File: src/design/dnt_pkg.sv
package dnt_pkg;

	typedef struct packed {
		logic        negative;
		logic [13:0] scale;
		logic [48:0] coefficient_high;
		logic [63:0] coefficient_low;
		logic [1:0]  number_class;
	} in_item_t;

	typedef struct packed {
		logic [7:0]  character;
		logic        character_valid;
		logic        last;
		logic [12:0] required_length;
		logic        too_small;
	} out_item_t;

	localparam logic [1:0] CLS_FINITE = 2'd0;
	localparam logic [1:0] CLS_ZERO   = 2'd1;
	localparam logic [1:0] CLS_INF    = 2'd2;
	localparam logic [1:0] CLS_NAN    = 2'd3;

	localparam logic [7:0] CH_ZERO  = 8'h30;
	localparam logic [7:0] CH_POINT = 8'h2e;
	localparam logic [7:0] CH_MINUS = 8'h2d;
	localparam logic [7:0] CH_I     = 8'h69;
	localparam logic [7:0] CH_N     = 8'h6e;
	localparam logic [7:0] CH_A     = 8'h61;
	localparam logic [7:0] CH_F     = 8'h66;
	localparam logic [7:0] CH_NUL   = 8'h00;

	localparam int COEF_W   = 113;
	localparam int DIGITS   = 35;
	localparam int BCD_W    = 4 * DIGITS;
	localparam logic [12:0] LEN_LIMIT = 13'd8191;

	typedef enum logic [2:0] {
		ST_IDLE,
		ST_CONV,
		ST_SCAN,
		ST_EMIT,
		ST_LAST
	} state_t;

	// ascending sections of the text
	typedef enum logic [2:0] {
		SEC_SIGN,
		SEC_LEAD,
		SEC_DIGITS,
		SEC_TRAIL,
		SEC_NUL,
		SEC_DONE
	} sect_t;

endpackage

File: src/design/dnt_bcd.sv
// shift-add-3 converter, one coefficient bit per cycle
module dnt_bcd (
	input  logic                  clk,
	input  logic                  arst_n,
	input  logic                  load,
	input  logic [112:0]          coef,
	output logic                  done,
	output logic [4*35-1:0]       bcd
);
	import dnt_pkg::*;

	logic [COEF_W-1:0] bin_q;
	logic [BCD_W-1:0]  bcd_q;
	logic [6:0]        cnt_q;
	logic              run_q;
	logic              done_q;
	logic [BCD_W-1:0]  adj;

	always_comb begin
		adj = bcd_q;
		for (int i = 0; i < DIGITS; i++) begin
			if (bcd_q[4*i +: 4] > 4'd4) begin
				adj[4*i +: 4] = bcd_q[4*i +: 4] + 4'd3;
			end
		end
	end

	always_ff @(posedge clk or negedge arst_n) begin
		if (!arst_n) begin
			run_q  <= 1'b0;
			cnt_q  <= '0;
			done_q <= 1'b0;
		end else begin
			// pulses once the last shift has landed in bcd_q
			done_q <= !load && run_q && (cnt_q == 7'(COEF_W - 1));
			if (load) begin
				run_q <= 1'b1;
				cnt_q <= '0;
			end else if (run_q) begin
				cnt_q <= cnt_q + 7'd1;
				if (cnt_q == 7'(COEF_W - 1)) begin
					run_q <= 1'b0;
				end
			end
		end
	end

	always_ff @(posedge clk) begin
		if (load) begin
			bin_q <= coef;
			bcd_q <= '0;
		end else if (run_q) begin
			bcd_q <= {adj[BCD_W-2:0], bin_q[COEF_W-1]};
			bin_q <= {bin_q[COEF_W-2:0], 1'b0};
		end
	end

	assign done = done_q;
	assign bcd  = bcd_q;
endmodule

File: src/design/decimal_number_to_text.sv
// sequence: finite numbers pass through BCD conversion and then a leading-zero scan before
// characters are emitted one per cycle; other classes emit from the next cycle
// one item at a time: a new start is taken only while busy is low
// results are strobed for one cycle and cannot be stalled by the receiver
// reset: asynchronous active-low; buffer_size returns to 64, the block goes idle
module decimal_number_to_text #(
	parameter int BUFFER_MAX = 64
) (
	input  logic               clk,
	input  logic               arst_n,
	input  logic               start,
	output logic               busy,
	input  dnt_pkg::in_item_t  in_item,
	output logic               out_strobe,
	output dnt_pkg::out_item_t out_item,
	input  logic               psel,
	input  logic               penable,
	input  logic               pwrite,
	input  logic [0:0]         paddr,
	input  logic [31:0]        pwdata,
	output logic [31:0]        prdata,
	output logic               pready
);
	import dnt_pkg::*;

	localparam int CW = $clog2(BUFFER_MAX + 1);

	logic [6:0]   bufsz_q;
	state_t       state_q, state_d;
	in_item_t     item_q;
	logic [BCD_W-1:0] dig_q;
	logic [5:0]   nd_q;
	sect_t        sec_q, sec_d;
	logic [13:0]  run_q, run_d;
	logic [5:0]   dpos_q, dpos_d;
	logic [5:0]   point_q;
	logic [12:0]  cnt_q, cnt_d;
	logic [CW-1:0] cap_q;
	logic         conv_load, conv_done;
	logic [BCD_W-1:0] bcd;
	logic [7:0]   ch;
	logic         emit_ch;
	logic [12:0]  req_len;
	logic         too;
	logic [CW-1:0] cap_w;

	assign pready = 1'b1;
	assign prdata = {25'd0, bufsz_q};

	always_ff @(posedge clk or negedge arst_n) begin
		if (!arst_n) begin
			bufsz_q <= 7'd64;
		end else if (psel && penable && pwrite && paddr == 1'b0) begin
			bufsz_q <= pwdata[6:0];
		end
	end

	assign cap_w = (32'(bufsz_q) < BUFFER_MAX) ? CW'(bufsz_q) : CW'(BUFFER_MAX);

	dnt_bcd u_bcd (
		.clk   (clk),
		.arst_n(arst_n),
		.load  (conv_load),
		.coef  ({item_q.coefficient_high, item_q.coefficient_low}),
		.done  (conv_done),
		.bcd   (bcd)
	);

	logic accept;
	assign accept    = start && !busy;
	assign busy      = (state_q != ST_IDLE);
	assign conv_load = (state_q == ST_CONV) && (cnt_q == 13'd0);

	// required length from section sizes
	logic fin, neg_s;
	logic signed [13:0] sc;
	logic [13:0] len_w;
	always_comb begin
		sc    = signed'(item_q.scale);
		fin   = (item_q.number_class == CLS_FINITE) && (nd_q != 6'd0);
		neg_s = fin && item_q.negative;
		len_w = 14'd0;
		if (item_q.number_class == CLS_INF || item_q.number_class == CLS_NAN) begin
			len_w = 14'd4;
		end else if (!fin) begin
			len_w = 14'd2;
		end else if (!sc[13]) begin
			len_w = 14'(neg_s) + 14'(nd_q) + sc + 14'd1;
		end else if (-sc < 14'(nd_q)) begin
			len_w = 14'(neg_s) + 14'(nd_q) + 14'd2;
		end else begin
			len_w = 14'(neg_s) + 14'd2 + (-sc) + 14'd1;
		end
	end
	assign req_len = (len_w > 14'(LEN_LIMIT)) ? LEN_LIMIT : len_w[12:0];

	// character of current position
	logic [3:0] cur_dig;
	assign cur_dig = dig_q[BCD_W-1 -: 4];
	always_comb begin
		ch = CH_NUL;
		case (sec_q)
			SEC_SIGN:   ch = CH_MINUS;
			SEC_LEAD: begin
				if (run_q == 14'd0) ch = CH_ZERO;
				else if (run_q == 14'd1) ch = CH_POINT;
				else ch = CH_ZERO;
			end
			SEC_DIGITS: begin
				if (item_q.number_class == CLS_INF) begin
					ch = (dpos_q == 6'd0) ? CH_I : (dpos_q == 6'd1) ? CH_N : CH_F;
				end else if (item_q.number_class == CLS_NAN) begin
					ch = (dpos_q == 6'd1) ? CH_A : CH_N;
				end else if (!fin) begin
					ch = CH_ZERO;
				end else if (point_q != 6'd0 && dpos_q == point_q && run_q == 14'd1) begin
					ch = CH_POINT;
				end else begin
					ch = {4'h3, cur_dig};
				end
			end
			SEC_TRAIL:  ch = CH_ZERO;
			default:    ch = CH_NUL;
		endcase
	end

	logic [5:0] dlen;
	always_comb begin
		if (item_q.number_class == CLS_INF || item_q.number_class == CLS_NAN) dlen = 6'd3;
		else if (!fin) dlen = 6'd1;
		else dlen = nd_q;
	end

	// next section / position sequencing
	logic step_dig;
	always_comb begin
		sec_d    = sec_q;
		run_d    = run_q;
		dpos_d   = dpos_q;
		step_dig = 1'b0;
		case (sec_q)
			SEC_SIGN: begin
				if (fin && sc[13] && (-sc >= 14'(nd_q))) begin
					sec_d = SEC_LEAD; run_d = 14'd0;
				end else begin
					sec_d = SEC_DIGITS;
				end
			end
			SEC_LEAD: begin
				// run 0: '0', run 1: '.', then pad zeros until run = 1 + pad
				if (run_q == 14'd1 + (-sc) - 14'(nd_q)) begin
					sec_d = SEC_DIGITS; run_d = 14'd0;
				end else begin
					run_d = run_q + 14'd1;
				end
			end
			SEC_DIGITS: begin
				if (ch == CH_POINT && sec_q == SEC_DIGITS) begin
					run_d = 14'd0;
				end else begin
					step_dig = 1'b1;
					if (point_q != 6'd0 && dpos_q + 6'd1 == point_q) run_d = 14'd1;
					dpos_d = dpos_q + 6'd1;
					if (dpos_q + 6'd1 == dlen) begin
						if (fin && !sc[13] && sc != 14'd0) begin
							sec_d = SEC_TRAIL; run_d = 14'd1;
						end else begin
							sec_d = SEC_NUL;
						end
					end
				end
			end
			SEC_TRAIL: begin
				if (run_q == sc) sec_d = SEC_NUL;
				else run_d = run_q + 14'd1;
			end
			SEC_NUL:  sec_d = SEC_DONE;
			default:  sec_d = SEC_DONE;
		endcase
	end

	// start section for the text
	sect_t sec_init;
	always_comb begin
		if (neg_s) sec_init = SEC_SIGN;
		else if (fin && sc[13] && (-sc >= 14'(nd_q))) sec_init = SEC_LEAD;
		else sec_init = SEC_DIGITS;
	end

	always_comb begin
		state_d = state_q;
		case (state_q)
			ST_IDLE: if (accept) begin
				state_d = (in_item.number_class == CLS_FINITE) ? ST_CONV : ST_EMIT;
			end
			ST_CONV: if (conv_done) state_d = ST_SCAN;
			ST_SCAN: if (nd_q == 6'd0 || dig_q[BCD_W-1 -: 4] != 4'd0) state_d = ST_EMIT;
			ST_EMIT: begin
				if (cap_q == '0 || 32'(cnt_q) + 1 >= 32'(cap_q) || sec_q == SEC_NUL)
					state_d = ST_IDLE;
			end
			default: state_d = ST_IDLE;
		endcase
	end

	assign too = 32'(len_w) > 32'(cap_q);
	logic is_last;
	assign is_last = (state_q == ST_EMIT) && (state_d == ST_IDLE);
	assign emit_ch = (state_q == ST_EMIT) && (cap_q != '0);

	always_comb begin
		out_strobe = (state_q == ST_EMIT);
		out_item.character       = emit_ch ? ch : CH_NUL;
		out_item.character_valid = emit_ch;
		out_item.last            = is_last;
		out_item.required_length = is_last ? req_len : 13'd0;
		out_item.too_small       = is_last ? too : 1'b0;
	end

	logic emit_init;
	assign emit_init = (state_q == ST_SCAN) && (state_d == ST_EMIT);

	always_ff @(posedge clk or negedge arst_n) begin
		if (!arst_n) begin
			state_q <= ST_IDLE;
			cnt_q   <= '0;
			sec_q   <= SEC_DIGITS;
			run_q   <= '0;
			dpos_q  <= '0;
			nd_q    <= '0;
		end else begin
			state_q <= state_d;
			if (accept) begin
				cnt_q  <= '0;
				nd_q   <= '0;
				sec_q  <= SEC_DIGITS;
				run_q  <= '0;
				dpos_q <= '0;
			end else if (state_q == ST_CONV) begin
				cnt_q <= 13'd1;
				if (conv_done) nd_q <= 6'(DIGITS);
			end else if (state_q == ST_SCAN) begin
				if (state_d == ST_SCAN) nd_q <= nd_q - 6'd1;
				cnt_q <= '0;
				if (emit_init) begin
					sec_q <= sec_init;
				end
			end else if (state_q == ST_EMIT) begin
				cnt_q  <= cnt_q + 13'd1;
				sec_q  <= sec_d;
				run_q  <= run_d;
				dpos_q <= dpos_d;
			end
		end
	end

	always_ff @(posedge clk) begin
		if (accept) begin
			item_q <= in_item;
			cap_q  <= cap_w;
		end
		if (state_q == ST_CONV && conv_done) begin
			dig_q <= bcd;
		end else if (state_q == ST_SCAN && state_d == ST_SCAN) begin
			dig_q <= {dig_q[BCD_W-5:0], 4'h0};
		end else if (state_q == ST_EMIT && step_dig && fin) begin
			dig_q <= {dig_q[BCD_W-5:0], 4'h0};
		end
		if (emit_init || (state_q == ST_IDLE)) begin
			if (fin && sc[13] && (-sc < 14'(nd_q))) point_q <= 6'(14'(nd_q) + sc);
			else point_q <= 6'd0;
		end
	end
endmodule

File: config.mk
export PLATFORM = sky130hd
export DESIGN_NAME = decimal_number_to_text
export DESIGN_NICKNAME = d
export VERILOG_FILES = /design/src/design/dnt_pkg.sv /design/src/design/dnt_bcd.sv /design/src/design/decimal_number_to_text.sv
export SDC_FILE = /design/constraint.sdc
export NUM_CORES = 1
export LEC_CHECK = 0
export BUFFER_PORTS_ARGS = -buffer_cell sky130_fd_sc_hd__clkbuf_2
export CORE_MARGIN = 2
export CORE_UTILIZATION = 57
export DETAILED_ROUTE_END_ITERATION = 7
export PLACE_DENSITY = 0.84
export REMOVE_ABC_BUFFERS = 1
export SYNTH_ARGS = -nofsm -noshare
export SYNTH_HDL_FRONTEND = slang
export SYNTH_HIERARCHICAL = 1
export SYNTH_SLANG_ARGS = --single-unit
File: constraint.sdc
create_clock -name clk -period 14 [get_ports clk]
set_input_delay 0 -clock clk [delete_from_list [all_inputs] [get_ports clk]]
set_output_delay 0 -clock clk [all_outputs]
set_load 0.02 [all_outputs]
==> results.md <==
- Status: completed
- Sequential-to-total area share from yosys stat: 51.17%
- Die span in y: 239.9 um
- GRT Residual Overflow: 0
- Hold_buf cts: 146
- Avg Inst Size Synth: 10.22 sq um
- Power Total: 7.170 mW
- Synth area leader: edfxtp_1
- Skew-Pair Late Insertion Delay: 0.69 ns
- Req. time, crit path: 14.00 ns
- Final period util: 43.65%
- Ys Warns: 6
- Count leader, synth: nand2_1
- Cells after Synth: 3102
- Post-CTS Resized: 0
- Crit Path Category: reg -> out
- EDFF count, synth: 396
- WL per Instance: 18.79 um
- Global Route Usage Sum: 26.69%
- Most frequent cells after synthesis: nand2_1, edfxtp_1, o21ai_0
- Initial drt markers: 2244
- Residual DRC: 0
- Dpl cells: 3866
- Power Dens Cells: 197.1 mW/mm^2
- Fraction of layout cells with a size suffix above 1: 12.76%
- Clock period minus worst slack: 6.111 ns
- Io pins: 228
- Drt total wl: 77.58 mm
- CTS Root Cell: clkbuf_16
- Vias per inst: 5.895
- Via Count: 24330
- # rows: 86
- Starting Density: 57.55%
- Final ANT Viol Nets: 0
- Switching fraction of total power: 36.08%
- Non-filler cells, final: 4128
- Placer Congestion: 0.9295
- CTS buffer count: 60
- Post-layout util: 66.01%
- Combinational Power Share: 33.7%
- Fraction of registers with async set/reset: 10.22%
- Ys flop type: edfxtp_1
- Crit end category: output pin
- Clock Power Share: 24.1%
- Setup TNS: 0 ns
- Net Sw Power: 2.587 mW
- DIE WIDTH: 239.9 um
- Seq cells post-synth: 597
- Synth area leaders: edfxtp_1, dfxtp_1, nand2_1, ha_1, dfrtp_1
- Initial antenna violation count: 1
- Core footprint: 0.05509 sq mm
- Final net count: 3646
- Top cell type's share of synthesized area: 37.50%
- Port Buffers: 175
- Filler cells: 4037
- Placed cell area: 0.03283 sq mm
- Pint: 4.583 mW
- Max capacitance violation total: 0
- Worst Hold Class: in -> reg
- Slew margin rel.: 25.57%
- Pre-antenna DRT Iters: 6
- Post-DP HPWL: 41.88 mm
- CTS tree: yes
- Layout Skew: 0.09892 ns
- DIE AREA: 0.05753 sq mm
- Pin count of the biggest net entering global routing: 123
- CTS max path bufs: 3
- Worst-path clk slew: 0.08 ns
- Finished Cell Area: 0.03637 sq mm
- Endpoints failing hold: 0
- Setup violators final: 0
- Actual slew at the worst max-slew pin: 1.116 ns
- CP arrival: 6.11 ns
- Unrepaired setup endpoints after global routing: no
- Startpoint type of the worst setup path: flip-flop
- CP Max Fanout: 11
- Slew Viols, Final: 0
- Vias in the first global route: 23360
- Max Clk Rate: 0.1636 GHz
- Sequential power share: 42.2%
- Sink Count: 597
- Distinct cell type count after synthesis: 90
- Setup bufs post-CTS: 0
- Htree depth: 2
- Peak supply drop: 0.1946 mV
- First-pass GRT wire length: 122.8 mm
- Post-synthesis cell area: 0.03171 sq mm
- P&R area growth vs syn: 14.70%
- P_leak: 14.48 nW
## path summary, 6_finish.rpt
check | start | to | slack [ns] | cells past startpoint
max | nd_q[1] | out_item[0] | 7.89 | 22
min | in_item[75] | item_q[75] | 0.03 | 2
max reg2reg | sc[2] | sec_q[0] | 8.58 | 13
min reg2reg | dig_q[57] | dig_q[61] | 0.48 | 2
max in group asynchronous | arst_n | u_bcd/run_q | 13.22 | 3
min in group asynchronous | arst_n | nd_q[3] | 0.12 | 3
## registers in the layout, indices dropped and copies added, names as in the netlist
signal and flops:
cap_q 7, u_bcd/done 1, u_bcd/bin_q 113, item_q 116, dpos_q 6, cnt_q 13
sc 14, u_bcd/cnt_q 7, u_bcd/run_q 1, sec_q 3, u_bcd/bcd 140, state_q 3
point_q 6, bufsz_q 7, dig_q 140, run_q 14, nd_q 6
## metrics by stage
stage | setup WS (ns) | hold WS (ns)
final | 7.889 | 0.03333
after detailed placement | 8.632 | 0.1786
after floorplan | -10.68 | -0.2956
after global routing | 7.487 | 0.02575
after global placement | 8.697 | 0.1767
after CTS | 7.951 | 0.007888
## power groups by stage
stage | Combinational, mW | Clock [mW] | Sequential [mW]
after global routing | 2.70 | 1.81 | 3.10
after CTS | 2.34 | 1.71 | 2.99
after floorplan | 1.91 | 0 | 2.96
final | 2.41 | 1.73 | 3.03
after detailed placement | 2.25 | 0 | 3.01
after global placement | 2.16 | 0 | 3.00
## per-layer routing
metal  vias up  track usage, %  share of wire [%]
li1      11530               -                  -
met1     11680           33.38                 40
met2       929           46.14                 50
met3       193           3.513                5.6
met4         2           12.35                4.3
met5         -               0              0.017
## cell usage in the layout (no fill, tap or decap), drive strengths merged, types with 25 or more instances in the layout
cell type	Yosys	layout
edfxtp	396	396
nor2b	106	106
o21ai	198	198
nand2	604	604
dlygate4sd3	0	146
o311ai	73	73
xnor2	71	71
or4	80	80
nand3	30	30
or3	43	43
clkbuf	115	257
inv	160	161
ha	146	146
conb	2	28
mux2	124	124
a311oi	39	39
nor2	128	128
nor3b	76	76
dfxtp	140	140
xor2	36	36
a21oi	79	79
clkinv	2	25
o211ai	44	44
dfrtp	59	59
## logic make-up after synthesis
group,synth area share (%)
AOI/OAI and AO/OA,11.57
xor gates and xnor gates,3.027
adders and majority gates,6.077
buffers and inverters,4.933
DFF,51.17
muxes,4.783
other,0.02369
and+or+nand+nor,18.42
## area by class of cell
type	instances	area, sq um	share of cell area, %
sequential	597	16230	44.62
clock buffer	82	1634	4.493
multi-input combinational	2167	14050	38.64
antenna	2	5.005	0.01376
tap	748	935.9	2.573
timing repair buffer	338	2465	6.777
clock inverter	32	435.4	1.197
inverter	162	613.1	1.686
## critical path: stages, from the launching register on
cell	delay, ns
dfrtp_1	0.58
inv_1	0.24
ha_1	0.28
nor2b_1	0.20
a21oi_2	0.50
nand2_1	0.25
inv_1	0.13
ha_1	0.20
xor2_1	0.32
inv_1	0.13
fa_1	0.43
nor2b_1	0.21
o21ai_0	0.11
a211o_1	0.26
a21oi_1	0.29
ha_1	0.31
o21ai_0	0.15
a21oi_1	0.06
nor3_1	0.13
nor2_1	0.11
nor4b_1	0.28
a31oi_1	0.14
clkbuf_2	0.18
(Power assumes the default switching activity.)
